### src/hdl/fcx_pkg.sv
// shared constants, codes and types for the fir crossfade block
package fcx_pkg;

    localparam int MAX_TAPS    = 256;
    localparam int TAP_W       = $clog2(MAX_TAPS);
    localparam int TAPCNT_W    = 9;
    localparam int SAMPLE_BITS = 16;
    localparam int MAX_BLOCK   = 4096;
    localparam int POS_W       = 12;
    localparam int BLEN_W      = 13;
    localparam int STEP_W      = 17;
    localparam int WEIGHT_W    = 17;
    localparam int WP_W        = POS_W + STEP_W;
    localparam int UNITY       = 65536;
    localparam int DIFF_W      = SAMPLE_BITS + 1;
    localparam int COEF_W      = WEIGHT_W + 1 + DIFF_W;
    localparam int PROD_W      = COEF_W + SAMPLE_BITS;
    localparam int ACC_W       = 58;
    localparam int FRAC_SHIFT  = 31;
    localparam int Q_W         = ACC_W - FRAC_SHIFT;
    localparam int MAC_LAT     = 4;
    localparam int APB_DW      = 32;
    localparam int APB_AW      = 4;
    localparam int S_DATA_W    = 24;
    localparam int S_USER_W    = 2;

    localparam logic [WP_W-1:0]     UNITY_WP     = WP_W'(UNITY);
    localparam logic [WEIGHT_W-1:0] UNITY_W      = WEIGHT_W'(UNITY);
    localparam logic [TAPCNT_W-1:0] MAX_TAPS_CNT = TAPCNT_W'(MAX_TAPS);
    localparam logic [BLEN_W-1:0]   MAX_BLK_LEN  = BLEN_W'(MAX_BLOCK);
    localparam logic [TAP_W-1:0]    LAST_STEP    = TAP_W'(MAX_TAPS - 1);
    // pipeline stages plus the accumulate stage
    localparam logic [TAP_W-1:0]    LAST_DRAIN   = TAP_W'(MAC_LAT);
    localparam logic [ACC_W-1:0]    ROUND_HALF   = ACC_W'(64'd1 << (FRAC_SHIFT - 1));
    localparam logic signed [Q_W-1:0] Q_MAX = Q_W'((64'd1 << (SAMPLE_BITS - 1)) - 64'd1);
    localparam logic signed [Q_W-1:0] Q_MIN = ~Q_MAX;

    localparam logic [1:0] REG_TAP_COUNT    = 2'd0;
    localparam logic [1:0] REG_BLOCK_LENGTH = 2'd1;
    localparam logic [1:0] REG_FADE_STEP    = 2'd2;
    localparam logic [1:0] REG_XFADE_MODE   = 2'd3;

    typedef enum logic [1:0] {
        OP_SAMPLE  = 2'd0,
        OP_WR_FROM = 2'd1,
        OP_WR_TO   = 2'd2,
        OP_NONE    = 2'd3
    } t_op;

    typedef enum logic [3:0] {
        ST_IDLE  = 4'b0001,
        ST_ROT   = 4'b0010,
        ST_DRAIN = 4'b0100,
        ST_DONE  = 4'b1000
    } t_state;

    typedef struct packed {
        logic ins;
        logic rot;
        logic wr_from;
        logic wr_to;
    } t_cell_ctrl;

    typedef struct packed {
        logic clr;
        logic act;
    } t_mac_ctrl;

endpackage

### src/hdl/fcx_mac.sv
// pipelined blend, multiply and accumulate unit with rounding and saturation
module fcx_mac (
    input  logic                                   i_clk,
    input  logic                                   i_rst_n,
    input  fcx_pkg::t_mac_ctrl                     i_ctrl,
    input  logic [fcx_pkg::WEIGHT_W-1:0]           i_w2,
    input  logic signed [fcx_pkg::SAMPLE_BITS-1:0] i_h,
    input  logic signed [fcx_pkg::SAMPLE_BITS-1:0] i_f,
    input  logic signed [fcx_pkg::SAMPLE_BITS-1:0] i_t,
    output logic signed [fcx_pkg::SAMPLE_BITS-1:0] o_sample,
    output logic                                   o_sat
);

    logic signed [fcx_pkg::SAMPLE_BITS-1:0] r_h1, r_h2, r_h3;
    logic signed [fcx_pkg::SAMPLE_BITS-1:0] r_f1, r_f2;
    logic signed [fcx_pkg::DIFF_W-1:0]      r_d1;
    logic signed [fcx_pkg::COEF_W-1:0]      r_m2;
    logic signed [fcx_pkg::COEF_W-1:0]      r_c3;
    logic signed [fcx_pkg::PROD_W-1:0]      r_p4;
    logic signed [fcx_pkg::ACC_W-1:0]       r_acc;
    logic [3:0]                             r_act;

    logic signed [fcx_pkg::WEIGHT_W:0]      w_w2s;
    logic signed [fcx_pkg::COEF_W-1:0]      w_fsh;
    logic signed [fcx_pkg::ACC_W-1:0]       w_rnd;
    logic signed [fcx_pkg::Q_W-1:0]         w_q;

    // coef = 2^16*from + w2*(to - from) equals w1*from + w2*to
    assign w_w2s = $signed({1'b0, i_w2});
    assign w_fsh = $signed({{(fcx_pkg::COEF_W - fcx_pkg::SAMPLE_BITS - 16){r_f2[fcx_pkg::SAMPLE_BITS-1]}},
                            r_f2, 16'b0});

    always_ff @(posedge i_clk) begin
        r_h1 <= i_h;
        r_f1 <= i_f;
        r_d1 <= fcx_pkg::DIFF_W'(i_t) - fcx_pkg::DIFF_W'(i_f);
        r_h2 <= r_h1;
        r_f2 <= r_f1;
        r_m2 <= fcx_pkg::COEF_W'(w_w2s * r_d1);
        r_h3 <= r_h2;
        r_c3 <= w_fsh + r_m2;
        r_p4 <= fcx_pkg::PROD_W'(r_h3 * r_c3);
    end

    always_ff @(posedge i_clk) begin
        if (!i_rst_n) begin
            r_act <= '0;
            r_acc <= '0;
        end else begin
            r_act <= {r_act[2:0], i_ctrl.act};
            if (i_ctrl.clr) begin
                r_acc <= '0;
            end else if (r_act[3]) begin
                r_acc <= r_acc + fcx_pkg::ACC_W'(r_p4);
            end
        end
    end

    assign w_rnd = r_acc + $signed(fcx_pkg::ROUND_HALF);
    assign w_q   = fcx_pkg::Q_W'(w_rnd >>> fcx_pkg::FRAC_SHIFT);

    always_comb begin
        o_sat = 1'b0;
        o_sample = w_q[fcx_pkg::SAMPLE_BITS-1:0];
        if (w_q > fcx_pkg::Q_MAX) begin
            o_sat = 1'b1;
            o_sample = fcx_pkg::Q_MAX[fcx_pkg::SAMPLE_BITS-1:0];
        end else if (w_q < fcx_pkg::Q_MIN) begin
            o_sat = 1'b1;
            o_sample = fcx_pkg::Q_MIN[fcx_pkg::SAMPLE_BITS-1:0];
        end
    end

endmodule

### config.mk
export PLATFORM = sky130hd
export DESIGN_NAME = fcx_mac
export DESIGN_NICKNAME = d
export VERILOG_FILES = /design/src/hdl/fcx_pkg.sv /design/src/hdl/fcx_mac.sv
export SDC_FILE = /design/constraint.sdc
export NUM_CORES = 2
export LEC_CHECK = 0
export BUFFER_PORTS_ARGS = -buffer_cell sky130_fd_sc_hd__buf_2
export CAP_MARGIN = 20
export CORE_MARGIN = 4
export CORE_UTILIZATION = 31
export DETAILED_ROUTE_END_ITERATION = 16
export PLACE_DENSITY = 0.48
export RECOVER_POWER = 100
export SYNTH_ARGS = -nofsm -noshare
export SYNTH_HDL_FRONTEND = slang
export SYNTH_SLANG_ARGS = --single-unit
### constraint.sdc
create_clock -name i_clk -period 7.4 [get_ports i_clk]
set_input_delay 1.11 -clock i_clk [delete_from_list [all_inputs] [get_ports i_clk]]
set_output_delay 1.11 -clock i_clk [all_outputs]
set_load 0.005 [all_outputs]
**After elaboration in Yosys (flattened, before gate mapping)**

Cells that the tools add are included.
W data, S select, Z words.

- Add/subtract/negate cells: 4
- $mul: 2
- Order comparisons: 2
- Mux-type cells: 4
- Bitwise logic cells: 1
- Reductions and logical operators: 1

Operators with widths:

| operator | number |
|---|---|
| $add A58 B32 Y58 const B | 1 |
| $add A58 B51 Y58 | 1 |
| $mul A16 B35 Y51 | 1 |
| $add A32 B35 Y35 | 1 |
| $mul A18 B17 Y35 | 1 |
| $mux W16 | 2 |
| $gt A27 B16 Y1 const B | 1 |
| $lt A27 B16 Y1 const B | 1 |
| $sub A16 B16 Y17 | 1 |
| $mux W1 | 2 |
| $reduce_or A2 Y1 | 1 |
| $not A1 Y1 | 1 |

- Register bits after elaboration: 280
- Word-level logic and storage cells: 25

**Longest topological paths before layout**

- Word-level depth: 4
- Depth in mapped cells: 26
- Gate-level depth less buffers: 24

**Worst setup path before layout**

No wires, ideal clock.

- Kind: input-to-reg
- Start point: in i_w2[11] in the netlist's numbering
- End point: reg r_m2[31] in the netlist's numbering
- Arrival: 6815 ps
- Data required time: 7328 ps
- Slack: 513 ps
- Stages: 22
- Cells stage by stage: clkbuf_1 -> nand2_1 -> fa_1 -> inv_1 -> fa_1 -> inv_1 -> fa_1 -> fa_1 -> inv_1 -> fa_1 -> fa_1 -> ha_1 -> a21o_1 -> a21o_1 -> a22o_1 -> a31o_2 -> o21ai_0 -> o21ai_0 -> a21oi_1 -> a21oi_1 -> o41ai_1 -> xnor2_1

- Cells in the longest elaborated chain, start to end: 1

RTL lines:

| what | RTL line | RTL |
|---|---|---|
| from (decl) | fcx_mac.sv:6 | `input logic [fcx_pkg::WEIGHT_W-1:0] i_w2,` |
| $mul A18 B17 Y35 | fcx_mac.sv:39 | `r_m2 <= fcx_pkg::COEF_W'(w_w2s * r_d1);` |
| to (signal assigned) | fcx_mac.sv:39 |  |
| to (decl) | fcx_mac.sv:17 | `logic signed [fcx_pkg::COEF_W-1:0] r_m2;` |

Every way passes these cells.
A chain may end at the register's enable or synchronous reset.

**Worst setup path in the final report**

- Start point: reg r_c3[7] in the netlist's numbering
- End point: reg r_p4[50] in the netlist's numbering

- Cells in the longest elaborated chain, start to end: 1

RTL lines:

| what | RTL line | RTL |
|---|---|---|
| from (decl) | fcx_mac.sv:18 | `logic signed [fcx_pkg::COEF_W-1:0] r_c3;` |
| from (signal assigned) | fcx_mac.sv:41 | `r_c3 <= w_fsh + r_m2;` |
| $mul A16 B35 Y51 | fcx_mac.sv:42 | `r_p4 <= fcx_pkg::PROD_W'(r_h3 * r_c3);` |
| to (signal assigned) | fcx_mac.sv:42 |  |
| to (decl) | fcx_mac.sv:19 | `logic signed [fcx_pkg::PROD_W-1:0] r_p4;` |

Every way passes these cells.

==> run_results.csv <==
group,metric,value,unit
clocking,cts_tree,"yes",
critical_path,crit_path_start_kind,"flip-flop",
critical_path,r2r_end,"r_p4[50]$_DFF_P_",
timing,fin_crit_sh,94.7,%
yosys,yosysTopAreaCell,"fa_1",
routing,routed_wirelength,109000,µm
min_path,hp-class,"flip-flop to flip-flop",
clocking,clk_pin_slew_worst_paths,0.06,ns
timing,setup-tns-final,0,ns
clocking,numCtsBuffers,35,
floorplanning,start_util,31.3,%
layout,regArea,5610,µm²
clocking,cts_max_level,2,
floorplanning,fp.coreArea,130000,µm²
timing,final_hold_viol_count,0,
yosys,synth_fp_nets,5715,
critical_path,reg2reg_from,"r_c3[7]$_DFF_P_",
place,dpl.hpwl,89600,µm
clocking,clk_latency,0.58,ns
clocking,cts_buffer_depth,3,
floorplanning,die-area,137000,µm²
floorplanning,ioPinCount,86,
routing,final_antenna_net_count,0,
yosys,yosysMostFrequentCell,"inv_1",
critical_path,required,7.84,ns
layout,multi_input_area,30900,µm²
place,port_buffers,85,
run,cap_violations,3,
clocking,root_buffer,"clkbuf_16",
routing,wl_per_cell,17.1,µm
layout,area.growth.synth_to_final,10.4,%
outcome,violations,"max-capacitance violations, max-slew violations",
global_route,grt_pass1_vias,31700,
yosys,synth_commonest_cells,"942 x inv_1, 755 x fa_1, 573 x nand2_1, 353 x and2_1, 340 x ha_1",
clocking,cts_sinks,280,
routing,via_per_inst,4.58,
yosys,synth_flop_cell,"dfxtp_1",
critical_path,rrSetupSlack,0.39,ns
floorplanning,die_x,371,µm
yosys,synthCells,4551,
timing,fin_crit,7.01,ns
yosys,synth_cell_types,72,
yosys,synth.area.top_cells,"fa_1 37%, dfxtp_1 14%, ha_1 10%, inv_1 8.7%, and2_1 5.4%",
routing,first_pass_iters,7,
routing,dr.first_iter.drc_count,1240,
timing,tightest_slew,3.16,ns
min_path,worst_hold_startpoint,"r_h2[0]$_DFF_P_",
routing,drc,0,
yosys,synth_top_area_share,37.1,%
critical_path,crit_type,"flip-flop to flip-flop",
place,routabilityCongestion,0.831,
layout,n_fill_cell,13700,
global_route,grt_use_total,16.4,%
timing,rsz0062_at_grt,"no",
min_path,hold-path-cell-count,0,
yosys,synth-seq-cells,280,
timing,max_slew_margin,-111,%
timing,fmax,143,MHz
outcome,outcome,"finished with violations",
yosys,ys_async_sr_fraction,0,%
timing,skew,0.0172,ns
min_path,min_to,"r_h3[0]$_DFF_P_",
floorplanning,die_y,371,µm
clocking,cts_hold_buf,0,
critical_path,arrival,7.45,ns
timing,report.final.slew_viol_count,118,
global_route,gr-total-overflow,0,
global_route,grt_pass1_wl,179000,µm
critical_path,reg2reg_depth,23,
yosys,yosys_warnings,0,
layout,fin_nets,5789,
yosys,synth_edf_count,0,
yosys,avgSynthCellArea,8.96,µm²
critical_path,critPathCaptureType,"flip-flop",
global_route,antenna_found_initial,3,
yosys,syn_area,40800,µm²
global_route,grt_start_max_net_pins,55,
routing,vias,29300,
yosys,ys_seq_area_share,13.7,%
timing,setup-violations-final,0,
layout,drive_gt1_share,5.40,%
critical_path,worstPathMaxFanout,9,
floorplanning,num_rows,132,
## worst max path at each step
stage	startpoint	to	slack, ns	cells after the start
floorplan	i_w2[11]	r_m2[31]$_DFF_P_	0.51	22
global route	r_h3[4]$_DFF_P_	r_p4[49]$_DFF_P_	0.008	24
global placement	i_w2[6]	r_m2[34]$_DFF_P_	0.26	22
CTS	r_h3[4]$_DFF_P_	r_p4[49]$_DFF_P_	0.29	23
finish	r_c3[7]$_DFF_P_	r_p4[50]$_DFF_P_	0.39	23
detailed placement	i_w2[6]	r_m2[31]$_DFF_P_	0.16	22
## repair_timing
| action | CTS | global route |
|---|---|---|
| endpoints found under the hold margin | 0 | 0 |
| gates resized for setup | 0 | 8 |
| endpoints found under the setup margin | 0 | 6 |
| buffers inserted | 0 | 0 |
## state kept, by name, indices dropped and copies added, names as in the netlist
name   cells
r_acc     58
r_p4      51
r_c3      35
r_m2      35
r_d1      17
r_f1      16
r_f2      16
r_h1      16
r_h2      16
r_h3      16
r_act      4
## metal layers
metal  wire [µm]  part of all wire (%)  global-route usage (%)
met1       51900                    47                    22.8
met2       51000                    47                    27.5
met3        3990                   3.6                    1.71
met4        2520                   2.3                    3.49
met5           0                     0                       0
## cell type report
cell class	count	share of cell area [%]
flip-flops and latches	280	12.5
inverters	942	7.86
clock inverters	20	0.706
repair buffers	214	3.23
well taps	1742	4.84
diodes	1	0.00556
clock buffers	44	2.13
multi-input cells	3152	68.8
## metrics by stage
step	hold WS (ns)	cell area (µm²)	instances	util (%)	setup WS, ns
after global routing	0.329	45000	6394	34.6	0.00750
after CTS	0.326	45100	6394	34.7	0.289
final	0.325	45000	6395	34.6	0.392
after global placement	0.312	43800	6330	33.7	0.256
after detailed placement	0.312	43800	6330	33.7	0.157
after floorplan	0.310	40800	4551	-	0.513
## logic make-up (layout without fill, tap and decap cells)
kind of cell / Yosys count / after routing / synth area share (%)
compound gates: 513 / 513 / 8.14
fa+ha+maj: 1095 / 1095 / 47.5
buf+inv: 1119 / 1220 / 10.3
xor+xnor: 171 / 171 / 3.67
flops: 280 / 280 / 13.7
mux: 28 / 28 / 0.687
simple gates: 1345 / 1345 / 15.9
other cells: 0 / 1 / 0
## cell usage in the layout (no fill, tap or decap), drive strengths merged, types with 31 or more instances in the layout
| cell type | count |
|---|---|
| a21o | 61 |
| a21oi | 159 |
| and2 | 353 |
| and3 | 31 |
| buf | 163 |
| clkbuf | 95 |
| dfxtp | 280 |
| fa | 755 |
| ha | 340 |
| inv | 946 |
| nand2 | 573 |
| nand2b | 38 |
| nand3 | 42 |
| nor2 | 183 |
| nor3 | 32 |
| o21ai | 104 |
| xnor2 | 125 |
| xor2 | 46 |
## worst max-delay path, cell delays in order (launching register included)
cell and delay, ns:
dfxtp_1 0.69, clkbuf_4 0.26, and2_0 0.16, fa_1 0.44
fa_1 0.55, ha_1 0.13, inv_1 0.05, fa_1 0.47
inv_1 0.06, fa_1 0.53, inv_1 0.06, fa_1 0.48
inv_1 0.04, ha_1 0.31, a2111oi_2 0.35, o21ai_0 0.24
a41oi_1 0.42, a21oi_2 0.16, a2bb2oi_1 0.23, a221o_1 0.42
a41oi_2 0.26, o21ai_2 0.17, a221oi_2 0.29, xnor2_1 0.11
Power is not shown: default switching activity piles up to over one toggle a cycle in this logic, so the estimate is an artifact.
