--- src/hdl/fcx_pkg.sv ---
// shared constants, codes and types for the fir crossfade block
package fcx_pkg;

    localparam int MAX_TAPS    = 256;
    localparam int TAP_W       = $clog2(MAX_TAPS);
    localparam int TAPCNT_W    = 9;
    localparam int SAMPLE_BITS = 16;
    localparam int MAX_BLOCK   = 4096;
    localparam int POS_W       = 12;
    localparam int BLEN_W      = 13;
    localparam int STEP_W      = 17;
    localparam int WEIGHT_W    = 17;
    localparam int WP_W        = POS_W + STEP_W;
    localparam int UNITY       = 65536;
    localparam int DIFF_W      = SAMPLE_BITS + 1;
    localparam int COEF_W      = WEIGHT_W + 1 + DIFF_W;
    localparam int PROD_W      = COEF_W + SAMPLE_BITS;
    localparam int ACC_W       = 58;
    localparam int FRAC_SHIFT  = 31;
    localparam int Q_W         = ACC_W - FRAC_SHIFT;
    localparam int MAC_LAT     = 4;
    localparam int APB_DW      = 32;
    localparam int APB_AW      = 4;
    localparam int S_DATA_W    = 24;
    localparam int S_USER_W    = 2;

    localparam logic [WP_W-1:0]     UNITY_WP     = WP_W'(UNITY);
    localparam logic [WEIGHT_W-1:0] UNITY_W      = WEIGHT_W'(UNITY);
    localparam logic [TAPCNT_W-1:0] MAX_TAPS_CNT = TAPCNT_W'(MAX_TAPS);
    localparam logic [BLEN_W-1:0]   MAX_BLK_LEN  = BLEN_W'(MAX_BLOCK);
    localparam logic [TAP_W-1:0]    LAST_STEP    = TAP_W'(MAX_TAPS - 1);
    // pipeline stages plus the accumulate stage
    localparam logic [TAP_W-1:0]    LAST_DRAIN   = TAP_W'(MAC_LAT);
    localparam logic [ACC_W-1:0]    ROUND_HALF   = ACC_W'(64'd1 << (FRAC_SHIFT - 1));
    localparam logic signed [Q_W-1:0] Q_MAX = Q_W'((64'd1 << (SAMPLE_BITS - 1)) - 64'd1);
    localparam logic signed [Q_W-1:0] Q_MIN = ~Q_MAX;

    localparam logic [1:0] REG_TAP_COUNT    = 2'd0;
    localparam logic [1:0] REG_BLOCK_LENGTH = 2'd1;
    localparam logic [1:0] REG_FADE_STEP    = 2'd2;
    localparam logic [1:0] REG_XFADE_MODE   = 2'd3;

    typedef enum logic [1:0] {
        OP_SAMPLE  = 2'd0,
        OP_WR_FROM = 2'd1,
        OP_WR_TO   = 2'd2,
        OP_NONE    = 2'd3
    } t_op;

    typedef enum logic [3:0] {
        ST_IDLE  = 4'b0001,
        ST_ROT   = 4'b0010,
        ST_DRAIN = 4'b0100,
        ST_DONE  = 4'b1000
    } t_state;

    typedef struct packed {
        logic ins;
        logic rot;
        logic wr_from;
        logic wr_to;
    } t_cell_ctrl;

    typedef struct packed {
        logic clr;
        logic act;
    } t_mac_ctrl;

endpackage

--- src/hdl/fcx_tap_cell.sv ---
// one tap cell: history sample and both coefficients, shifting or rotating with its neighbors
module fcx_tap_cell (
    input  logic                                  i_clk,
    input  logic                                  i_rst_n,
    input  fcx_pkg::t_cell_ctrl                   i_ctrl,
    input  logic                                  i_sel,
    input  logic signed [fcx_pkg::SAMPLE_BITS-1:0] i_value,
    input  logic signed [fcx_pkg::SAMPLE_BITS-1:0] i_ins_h,
    input  logic signed [fcx_pkg::SAMPLE_BITS-1:0] i_rot_h,
    input  logic signed [fcx_pkg::SAMPLE_BITS-1:0] i_rot_f,
    input  logic signed [fcx_pkg::SAMPLE_BITS-1:0] i_rot_t,
    output logic signed [fcx_pkg::SAMPLE_BITS-1:0] o_h,
    output logic signed [fcx_pkg::SAMPLE_BITS-1:0] o_f,
    output logic signed [fcx_pkg::SAMPLE_BITS-1:0] o_t
);

    logic signed [fcx_pkg::SAMPLE_BITS-1:0] r_h;
    logic signed [fcx_pkg::SAMPLE_BITS-1:0] r_f;
    logic signed [fcx_pkg::SAMPLE_BITS-1:0] r_t;

    always_ff @(posedge i_clk) begin
        if (!i_rst_n) begin
            r_h <= '0;
        end else if (i_ctrl.ins) begin
            r_h <= i_ins_h;
        end else if (i_ctrl.rot) begin
            r_h <= i_rot_h;
        end
    end

    always_ff @(posedge i_clk) begin
        if (i_ctrl.rot) begin
            r_f <= i_rot_f;
            r_t <= i_rot_t;
        end else begin
            if (i_ctrl.wr_from && i_sel) begin
                r_f <= i_value;
            end
            if (i_ctrl.wr_to && i_sel) begin
                r_t <= i_value;
            end
        end
    end

    assign o_h = r_h;
    assign o_f = r_f;
    assign o_t = r_t;

endmodule

--- config.mk ---
export PLATFORM = sky130hd
export DESIGN_NAME = fcx_tap_cell
export DESIGN_NICKNAME = d
export VERILOG_FILES = /design/src/hdl/fcx_pkg.sv /design/src/hdl/fcx_tap_cell.sv
export SDC_FILE = /design/constraint.sdc
export NUM_CORES = 1
export LEC_CHECK = 0
export ABC_CLOCK_PERIOD_IN_PS = 1600
export BUFFER_PORTS_ARGS = -buffer_cell sky130_fd_sc_hd__buf_2
export CAP_MARGIN = 0
export CORE_AREA = 3 3 76 78
export DETAILED_ROUTE_END_ITERATION = 10
export DIE_AREA = 0 0 79 81
export HOLD_SLACK_MARGIN = 0.12
export PLACE_DENSITY_LB_ADDON = 0.1
export SLEW_MARGIN = 20
export SYNTH_ARGS = -nofsm -noshare
export SYNTH_HDL_FRONTEND = slang
export SYNTH_SLANG_ARGS = --single-unit
--- constraint.sdc ---
create_clock -name i_clk -period 1.6 [get_ports i_clk]
set_clock_uncertainty 0.2 [all_clocks]
set_input_delay 0.32 -clock i_clk [delete_from_list [all_inputs] [get_ports i_clk]]
set_output_delay 0.32 -clock i_clk [all_outputs]
set_load 0.005 [all_outputs]
======== Word level (Yosys, flattened, before mapping) ========
Cells that the tools add are included.
Widths: inputs -> output; s select.
word-level totals
  ROM bits ................................ 0
  input port bits ......................... 87
  bits in registers ....................... 48
  output and inout bits ................... 48
  bits in latches ......................... 0
  RAM bits ................................ 0
  logic and storage cells ................. 14
  memories ................................ 0
cells by class
  $lt $le $gt $ge ......................... 0
  shift-type cells ........................ 0
  bitwise gates (word level) .............. 0
  reduce and logical (&&, ||, !) cells .... 5
  eq/ne operators ......................... 0
  divide/modulo/power cells ............... 0
  mux-type cells .......................... 6
  multiply operators ...................... 0
  add/subtract/negate cells ............... 0
operators with widths
  operator           count
  $mux 16            6
  $reduce_bool 2->1  3
  $logic_and 1x1->1  2

======== Logic depth before layout (Yosys ltp) ========
Gate-level depths: netlist of the first run.
  depth in word-level cells ............... 3
  mapped depth ............................ 4
  depth with buffers taken out ............ 2

======== Least setup slack after synthesis of the first run ========
Ideal clock, no wire load.
  kind .................................... input to register
  from .................................... input port i_ctrl[2] in the netlist's numbering
  to ...................................... register r_f (netlist bit o_f[0]) (enable)
  stages .................................. 2
  library setup time ...................... 0.367 ns
  arrival ................................. 0.926 ns
  setup slack ............................. 0.107 ns
  cell sequence ........................... clkbuf_1 > a21o_1
between the ends
  cells in the longest elaborated chain, start to end .. 1
RTL lines
  item                                RTL line            text
  start: declaration                  fcx_tap_cell.sv:5   input fcx_pkg::t_cell_ctrl i_ctrl,
  $reduce_bool 2->1 (no source line)  -
  end signal: assignment              fcx_tap_cell.sv:33  r_f <= i_rot_f;
  end signal: assignment              fcx_tap_cell.sv:37  r_f <= i_value;
  end: declaration                    fcx_tap_cell.sv:18  logic signed [fcx_pkg::SAMPLE_BITS-1:0] r_f;
No other way between the ends.
A chain may end at the register's enable or synchronous reset.

======== Final worst setup path of the first run ========
  from .................................... register r_f (netlist bit o_f[14])
  to ...................................... output port o_f[14] in the netlist's numbering
RTL lines
  item              RTL line            text
  end: declaration  fcx_tap_cell.sv:13  output logic signed [fcx_pkg::SAMPLE_BITS-1:0] o_f,
No word-level cell between the ends.

==> results.md, run 1 <==
- Syn-to-layout area delta: 54.6%
- Hold Crit Class: in2reg
- #FFs+latches synth: 48
- Worst Tran Pin Value: around 0.39 ns
- Synth warn: 0
- WP data required: 1.08 ns
- DR pass1 iterations: 5
- Crit path max-delay family: flip-flops
- CTS tree: built
- Post-synthesis cell type count: 12
- Cells after Synth: 190
- Worst path bufs/invs: 1
- Fmax: 0.747 GHz
- Cell Count, Final, Fillers Out: between 400 and 500
- Detailed Place HPWL: 3850 µm
- CTS H-tree depth: 2
- Max Cap Violations: 0
- Slowest CP cell: edfxtp_1
- Crit share post-route: 83.7%
- P per Cell Area: between 700 and 800 nW/µm²
- Max-slew violations: 0
- CP max stage delay: ~0.4 ns
- Share of post-route cells with drive strength above 1: between 40% and 50%
- Postcts setup bufs: 0
- Root buf cell: clkbuf_8
- Routed vias: 1946
- Setup Total Neg Slack: 0 ns
- Initial antenna violation count: 0
- Clk sink count: 48
- Total GRT Usage: between 15 and 20%
- GPL Wtd Cong: roughly 0.74
- Vias in the first global route: just over 2000
- Largest net degree at the start of global routing: 37
- Crit path DAT: between 0.8 and 0.9 ns
- Area after DPL: approximately 3000 µm²
- Seq/Total Area, Yosys: just under 60%
- CP cell instances: buf_2
- Die Area: 6400 µm²
- Avg Cell Area, Syn: between 10 and 15 µm²
- Final setup violation count: 0
- Initial core utilization: between 40% and 50%
- Dpl ws: just under 0.09 ns
- Num rows: 26
- Final antenna-violating net count: 0
- Worst setup margin: ~0.26 ns
- Vias/cell: between 4 and 5
- First-pass GRT wire length: around 8800 µm
- Peak VDD IR: between 0.4 and 0.5 mV
- Non-Filler Cell Area, Final: 3430 µm²
- Leak: around 1.8 nW
- CP Capture Type: primary output
- Post-Syn Nets: around 280
- Die height: 81 µm
- Port bufs: between 100 and 150
- Core box area: 5140 µm²
- Min Tclk post-route: 1.34 ns
- GRT overflow: 0
- Post-Synthesis Cell Area: approximately 2200 µm²
- Die width: 79 µm
- Tot Pwr: 2.73 mW
- Final hold vios: 0
- RSZ-0062 raised after global routing: no
- CTS clk-pin slew, worst paths: 0.08 ns
- I/O pin count: around 140
- FF-to-FF setup slack: just over 0.5 ns
- 1st-iter DRT viols: 48
- Final wirelength: approximately 5600 µm
- Placed Instances: roughly 390
- Post-route DRC violation count: 0
- Routed length per placed instance: about 13 µm
- Ant. Diodes: 0
- Relative slew slack: about 74%
- CP Class: reg2out
- Num CTS Buffers: 5
- # fillers: around 440
- Insertion delay to the later sink of the worst-skew pair: 0.29 ns
- Worst Setup Start Kind: register
- NumNets Final: 450
- Crit-path max FO: 1
- Outcome: completed
- Clock Path Buffers: 2
[flip-flops by register name (all words and copies together), names as in the netlist]
signal / count
o_h: 16
o_t: 16
o_f: 16
[per-layer routing]
layer	track usage (%)	up-vias	wire length [µm]
met2	32.3	87	2810
met1	19.1	859	2140
met3	5.10	14	468
met5	0	-	0
met4	6.70	0	135
li1	-	986	-
[path summary, 6_finish.rpt]
kind | start | endpoint | depth (start not counted)
worst max register to register | o_h[9] | o_h[9] | 2
worst min-delay path | i_rot_f[6] | o_f[6] | 3
worst min register to register | o_h[10] | o_h[10] | 2
worst max-delay path | o_f[14] | o_f[14] | 1
[cells in the final DEF, fill, tap and decap left out]
master	n
nand2b_1	24
buf_4	8
buf_2	134
mux2_4	16
clkbuf_8	5
dfxtp_1	16
or2b_1	8
dlygate4sd3_1	34
nand2_1	64
edfxtp_1	32
buf_12	2
a21o_1	2
clkbuf_1	2
clkinv_1	1
o211a_1	16
[repair_timing]
action	CTS	global route
gates resized for setup	0	0
hold buffers	34	0
hold endpoints to repair	31	0
[report_power, final]
| group | switching [mW] | leakage [nW] | internal [mW] | total (mW) |
|---|---|---|---|---|
| registers | 0.0395 | 0.454 | 1.46 | 1.50 |
| clock network | 0.354 | 0.0399 | 0.304 | 0.659 |
| logic | 0.224 | 1.35 | 0.345 | 0.568 |
| total | 0.618 | 1.84 | 2.11 | 2.73 |
[cell families (layout without fill, tap and decap cells)]
kind of cell,after synthesis,after routing,share of synthesized area (%)
AND/OR/NAND/NOR,96,96,20.3
flip-flops,48,48,57.8
AO/OA/AOI/OAI,18,18,7.90
multiplexers,16,16,10.8
buffers and inverters,12,186,3.11
[final cells by class]
type	count	area, µm²	share of cell area, %
well taps	70	87.6	2.56
flip-flops and latches	48	1280	37.4
clock inverters	1	3.75	0.110
multi-input cells	130	866	25.3
clock buffers	7	76.3	2.23
repair buffers	178	1110	32.4
[synth_stat cells]
cell type | count | area [µm²]
clkbuf_1 | 2 | 7.51
or2b_1 | 8 | 60.1
nand2b_1 | 24 | 150
buf_6 | 2 | 22.5
o211a_1 | 16 | 160
edfxtp_1 | 32 | 961
nand2_1 | 64 | 240
mux2_4 | 16 | 240
dfxtp_1 | 16 | 320
buf_2 | 7 | 35.0
a21o_1 | 2 | 15.0
buf_1 | 1 | 3.75
[per-stage QoR]
stage | hold WS (ns) | util, %
global placement | 0.387 | 58.5
detailed placement | 0.390 | 58.5
global route | 0.126 | 66.7
floorplan | 0.302 | -
CTS | 0.120 | 66.7
finish | 0.123 | 66.7
No activity file was read; power rests on OpenSTA's default activity.
==> inputs of run 2 (changes only) <==
- ABC_AREA: not set -> 1
- ABC_CLOCK_PERIOD_IN_PS: 1600 -> 1400
- clock period: 1.6 -> 1.4 ns (I/O delays scaled with it)
==> results.md, run 2 <==
- Commonest non-fill, non-tap cell in the layout: buf_2
- Die Area: 6400 µm² (unchanged)
- WP data required: 0.92 ns (-0.16 ns)
- Fmax: 0.755 GHz
- Outcome: completed
- Ant. Diodes: 0 (unchanged)
- Insertion delay to the later sink of the worst-skew pair: 0.29 ns (about the same)
- Post-route DRC violation count: 0 (unchanged)
- I/O pin count: 135 (unchanged)
- CTS H-tree depth: 2 (unchanged)
- P per Cell Area: 861 nW/µm² (+8.0%)
- Leak: 2.01 nW (+9.2%)
- CP Class: reg2out
- Max-slew violations: 0 (unchanged)
- Vias/cell: 4.47 (-0.39%)
- CTS clk-pin slew, worst paths: 0.09 ns (about the same)
- Fraction of registers with async set/reset: 0% (unchanged)
- GPL Wtd Cong: 0.717 (-3.6%)
- FF-to-FF setup slack: 0.53 ns (+0.02 ns)
- Initial core utilization: 42.4% (-0.71 points)
- Leading area contributor after synthesis: edfxtp_1
- Hold Crit Class: in2reg
- Postcts setup bufs: 0 (unchanged)
- Post-synthesis cell type count: 12 (unchanged)
- Num CTS Buffers: 5 (unchanged)
- CTS tree: built
- Seq/Total Area, Yosys: 58.8% (+0.96 points)
- Port bufs: 134 (unchanged)
- Detailed Place HPWL: 4160 µm (+8.1%)
- CP Capture Type: primary output
- GRT overflow: 0 (unchanged)
- Worst Setup Start Kind: register
- Die width: 79 µm (unchanged)
- Main synth FF type: edfxtp_1
- Cells after Synth: 260 (+37%)
- Root buf cell: clkbuf_8
- Routed length per placed instance: 12.7 µm (-0.74%)
- CP cell instances: buf_2
- Clock Path Buffers: 2 (unchanged)
- Crit path max-delay family: flip-flops
- Worst path bufs/invs: 1 (unchanged)
- Min Tclk post-route: around 1.3 ns
- Post-Synthesis Cell Area: 2180 µm² (-1.6%)
- Post-Syn Nets: 347 (+25%)
- Final setup violation count: 0 (unchanged)
- CP max stage delay: 0.40 ns (about the same)
- Relative slew slack: 80.9% (+6.6 points)
- Count leader, synth: nand2_1
- Final wirelength: 7010 µm (+26%)
- Share of post-route cells with drive strength above 1: 32.0% (-13 points)
- Synth warn: 0 (unchanged)
- Die height: 81 µm (unchanged)
- Final antenna-violating net count: 0 (unchanged)
- Avg Cell Area, Syn: 8.38 µm² (-28%)
- Synth top area cells: edfxtp_1, nand2_1, dfxtp_1
- Num rows: 26 (unchanged)
- Peak VDD IR: 0.444 mV (+9.4%)
- Final hold vios: 0 (unchanged)
- Most frequent cells in the layout: buf_2, nand2_1, dlygate4sd3_1, inv_1, edfxtp_1
- Cell Count, Final, Fillers Out: 551 (+27%)
- 1st-iter DRT viols: 127 (+160%)
- NumNets Final: 567 (+26%)
- Post-layout util: 74.6% (+8.0 points)
- First-pass GRT wire length: 11200 µm (+28%)
- Largest net degree at the start of global routing: 35 (-5.4%)
- Total GRT Usage: 22.3% (+4.7 points)
- Vias in the first global route: 2414 (+18%)
- Core box area: 5140 µm² (unchanged)
- Initial antenna violation count: 0 (unchanged)
- EDFF count, synth: 32 (unchanged)
- Clk sink count: 48 (unchanged)
- Routed vias: 2461 (+26%)
- Crit path DAT: 0.85 ns (+0.03 ns)
- Max Cap Violations: 0 (unchanged)
- RSZ-0062 raised after global routing: no
- Post-synth top area share: 44.1% (+0.72 points)
- Crit share post-route: a little over nine tenths
- #FFs+latches synth: 48 (unchanged)
- Slowest CP cell: edfxtp_1
- Synth cell count leaders: nand2_1, inv_1, edfxtp_1
- Crit-path max FO: 1 (unchanged)
- DR pass1 iterations: 4 (-1)
- Syn-to-layout area delta: 76.0%
- Placed Instances: 463 (+18%)
- Worst Tran Pin Value: 0.286 ns (-0.0994 ns)
run 2: cell types whose count changed in the layout (fill, tap and decap cells not counted), sizes merged, moves of 8 or more:
cell / change
or2b: -8
mux2: -16
a21oi: +16
nor2: +25
nand2: +53
nand2b: -24
nor3: +8
o211a: -16
inv: +35
dlygate4sd3: +46
run 2: layout make-up:
type / instances / area [µm²]
Timing Repair Buffer: 224 / 1570
Fill cell: 377 / 1300
Sequential cell: 48 / 1280
Multi-Input combinational cell: 166 / 669
Inverter: 35 / 134
Tap cell: 70 / 87.6
Clock buffer: 5 / 68.8
Clock inverter: 3 / 23.8
run 2: kinds of logic (layout without fill, tap and decap cells):
logic type             after synthesis  in the layout  share of synthesized area [%]
flip-flops                          48             48                           58.8
buffers and inverters               46            267                           10.5
AND/OR/NAND/NOR                    150            150                           27.0
AO/OA/AOI/OAI                       16             16                           3.67
run 2: worst paths after layout:
check / start / end / cells after the start
worst max-delay path: o_t[12] / o_t[12] / 1
worst min-delay path: i_ctrl[3] / o_h[6] / 3
worst max register to register: o_h[9] / o_h[9] / 4
worst min register to register: o_h[3] / o_h[3] / 4
run 2: timing repair:
action | in CTS | in global routing
gates resized for setup | 0 | 0
hold endpoints to repair | 48 | 0
hold buffers | 80 | 0
run 2: power breakdown:
part / leakage (nW) / internal, mW / switching [mW]
Sequential: 0.454 / 1.67 / 0.0467
Combinational: 1.52 / 0.417 / 0.325
Clock: 0.0404 / 0.354 / 0.486
run 2: metal layers:
metal | up-vias | part of all wire [%] | global-route usage (%)
met4 | 0 | 0.96 | 4.64
li1 | 1234 | - | -
met1 | 1091 | 39 | 26.7
met3 | 7 | 9.3 | 5.43
met5 | - | 0 | 0
met2 | 129 | 51 | 40.7
run 2: stage by stage:
| stage | hold WS, ns | cell area (µm²) | setup TNS, ns | worst slack [ns] | total power, mW |
|---|---|---|---|---|---|
| after floorplan | 0.215 | 2180 | -4.94 | -0.154 | 1.99 |
| after global placement | 0.302 | 2940 | 0 | 0.0459 | 2.30 |
| after detailed placement | 0.311 | 2940 | 0 | 0.0361 | 2.31 |
| after CTS | 0.185 | 3840 | 0 | 0.0753 | 3.30 |
| after global routing | 0.220 | 3840 | 0 | 0.0426 | 3.47 |
| final | 0.196 | 3840 | 0 | 0.0750 | 3.30 |
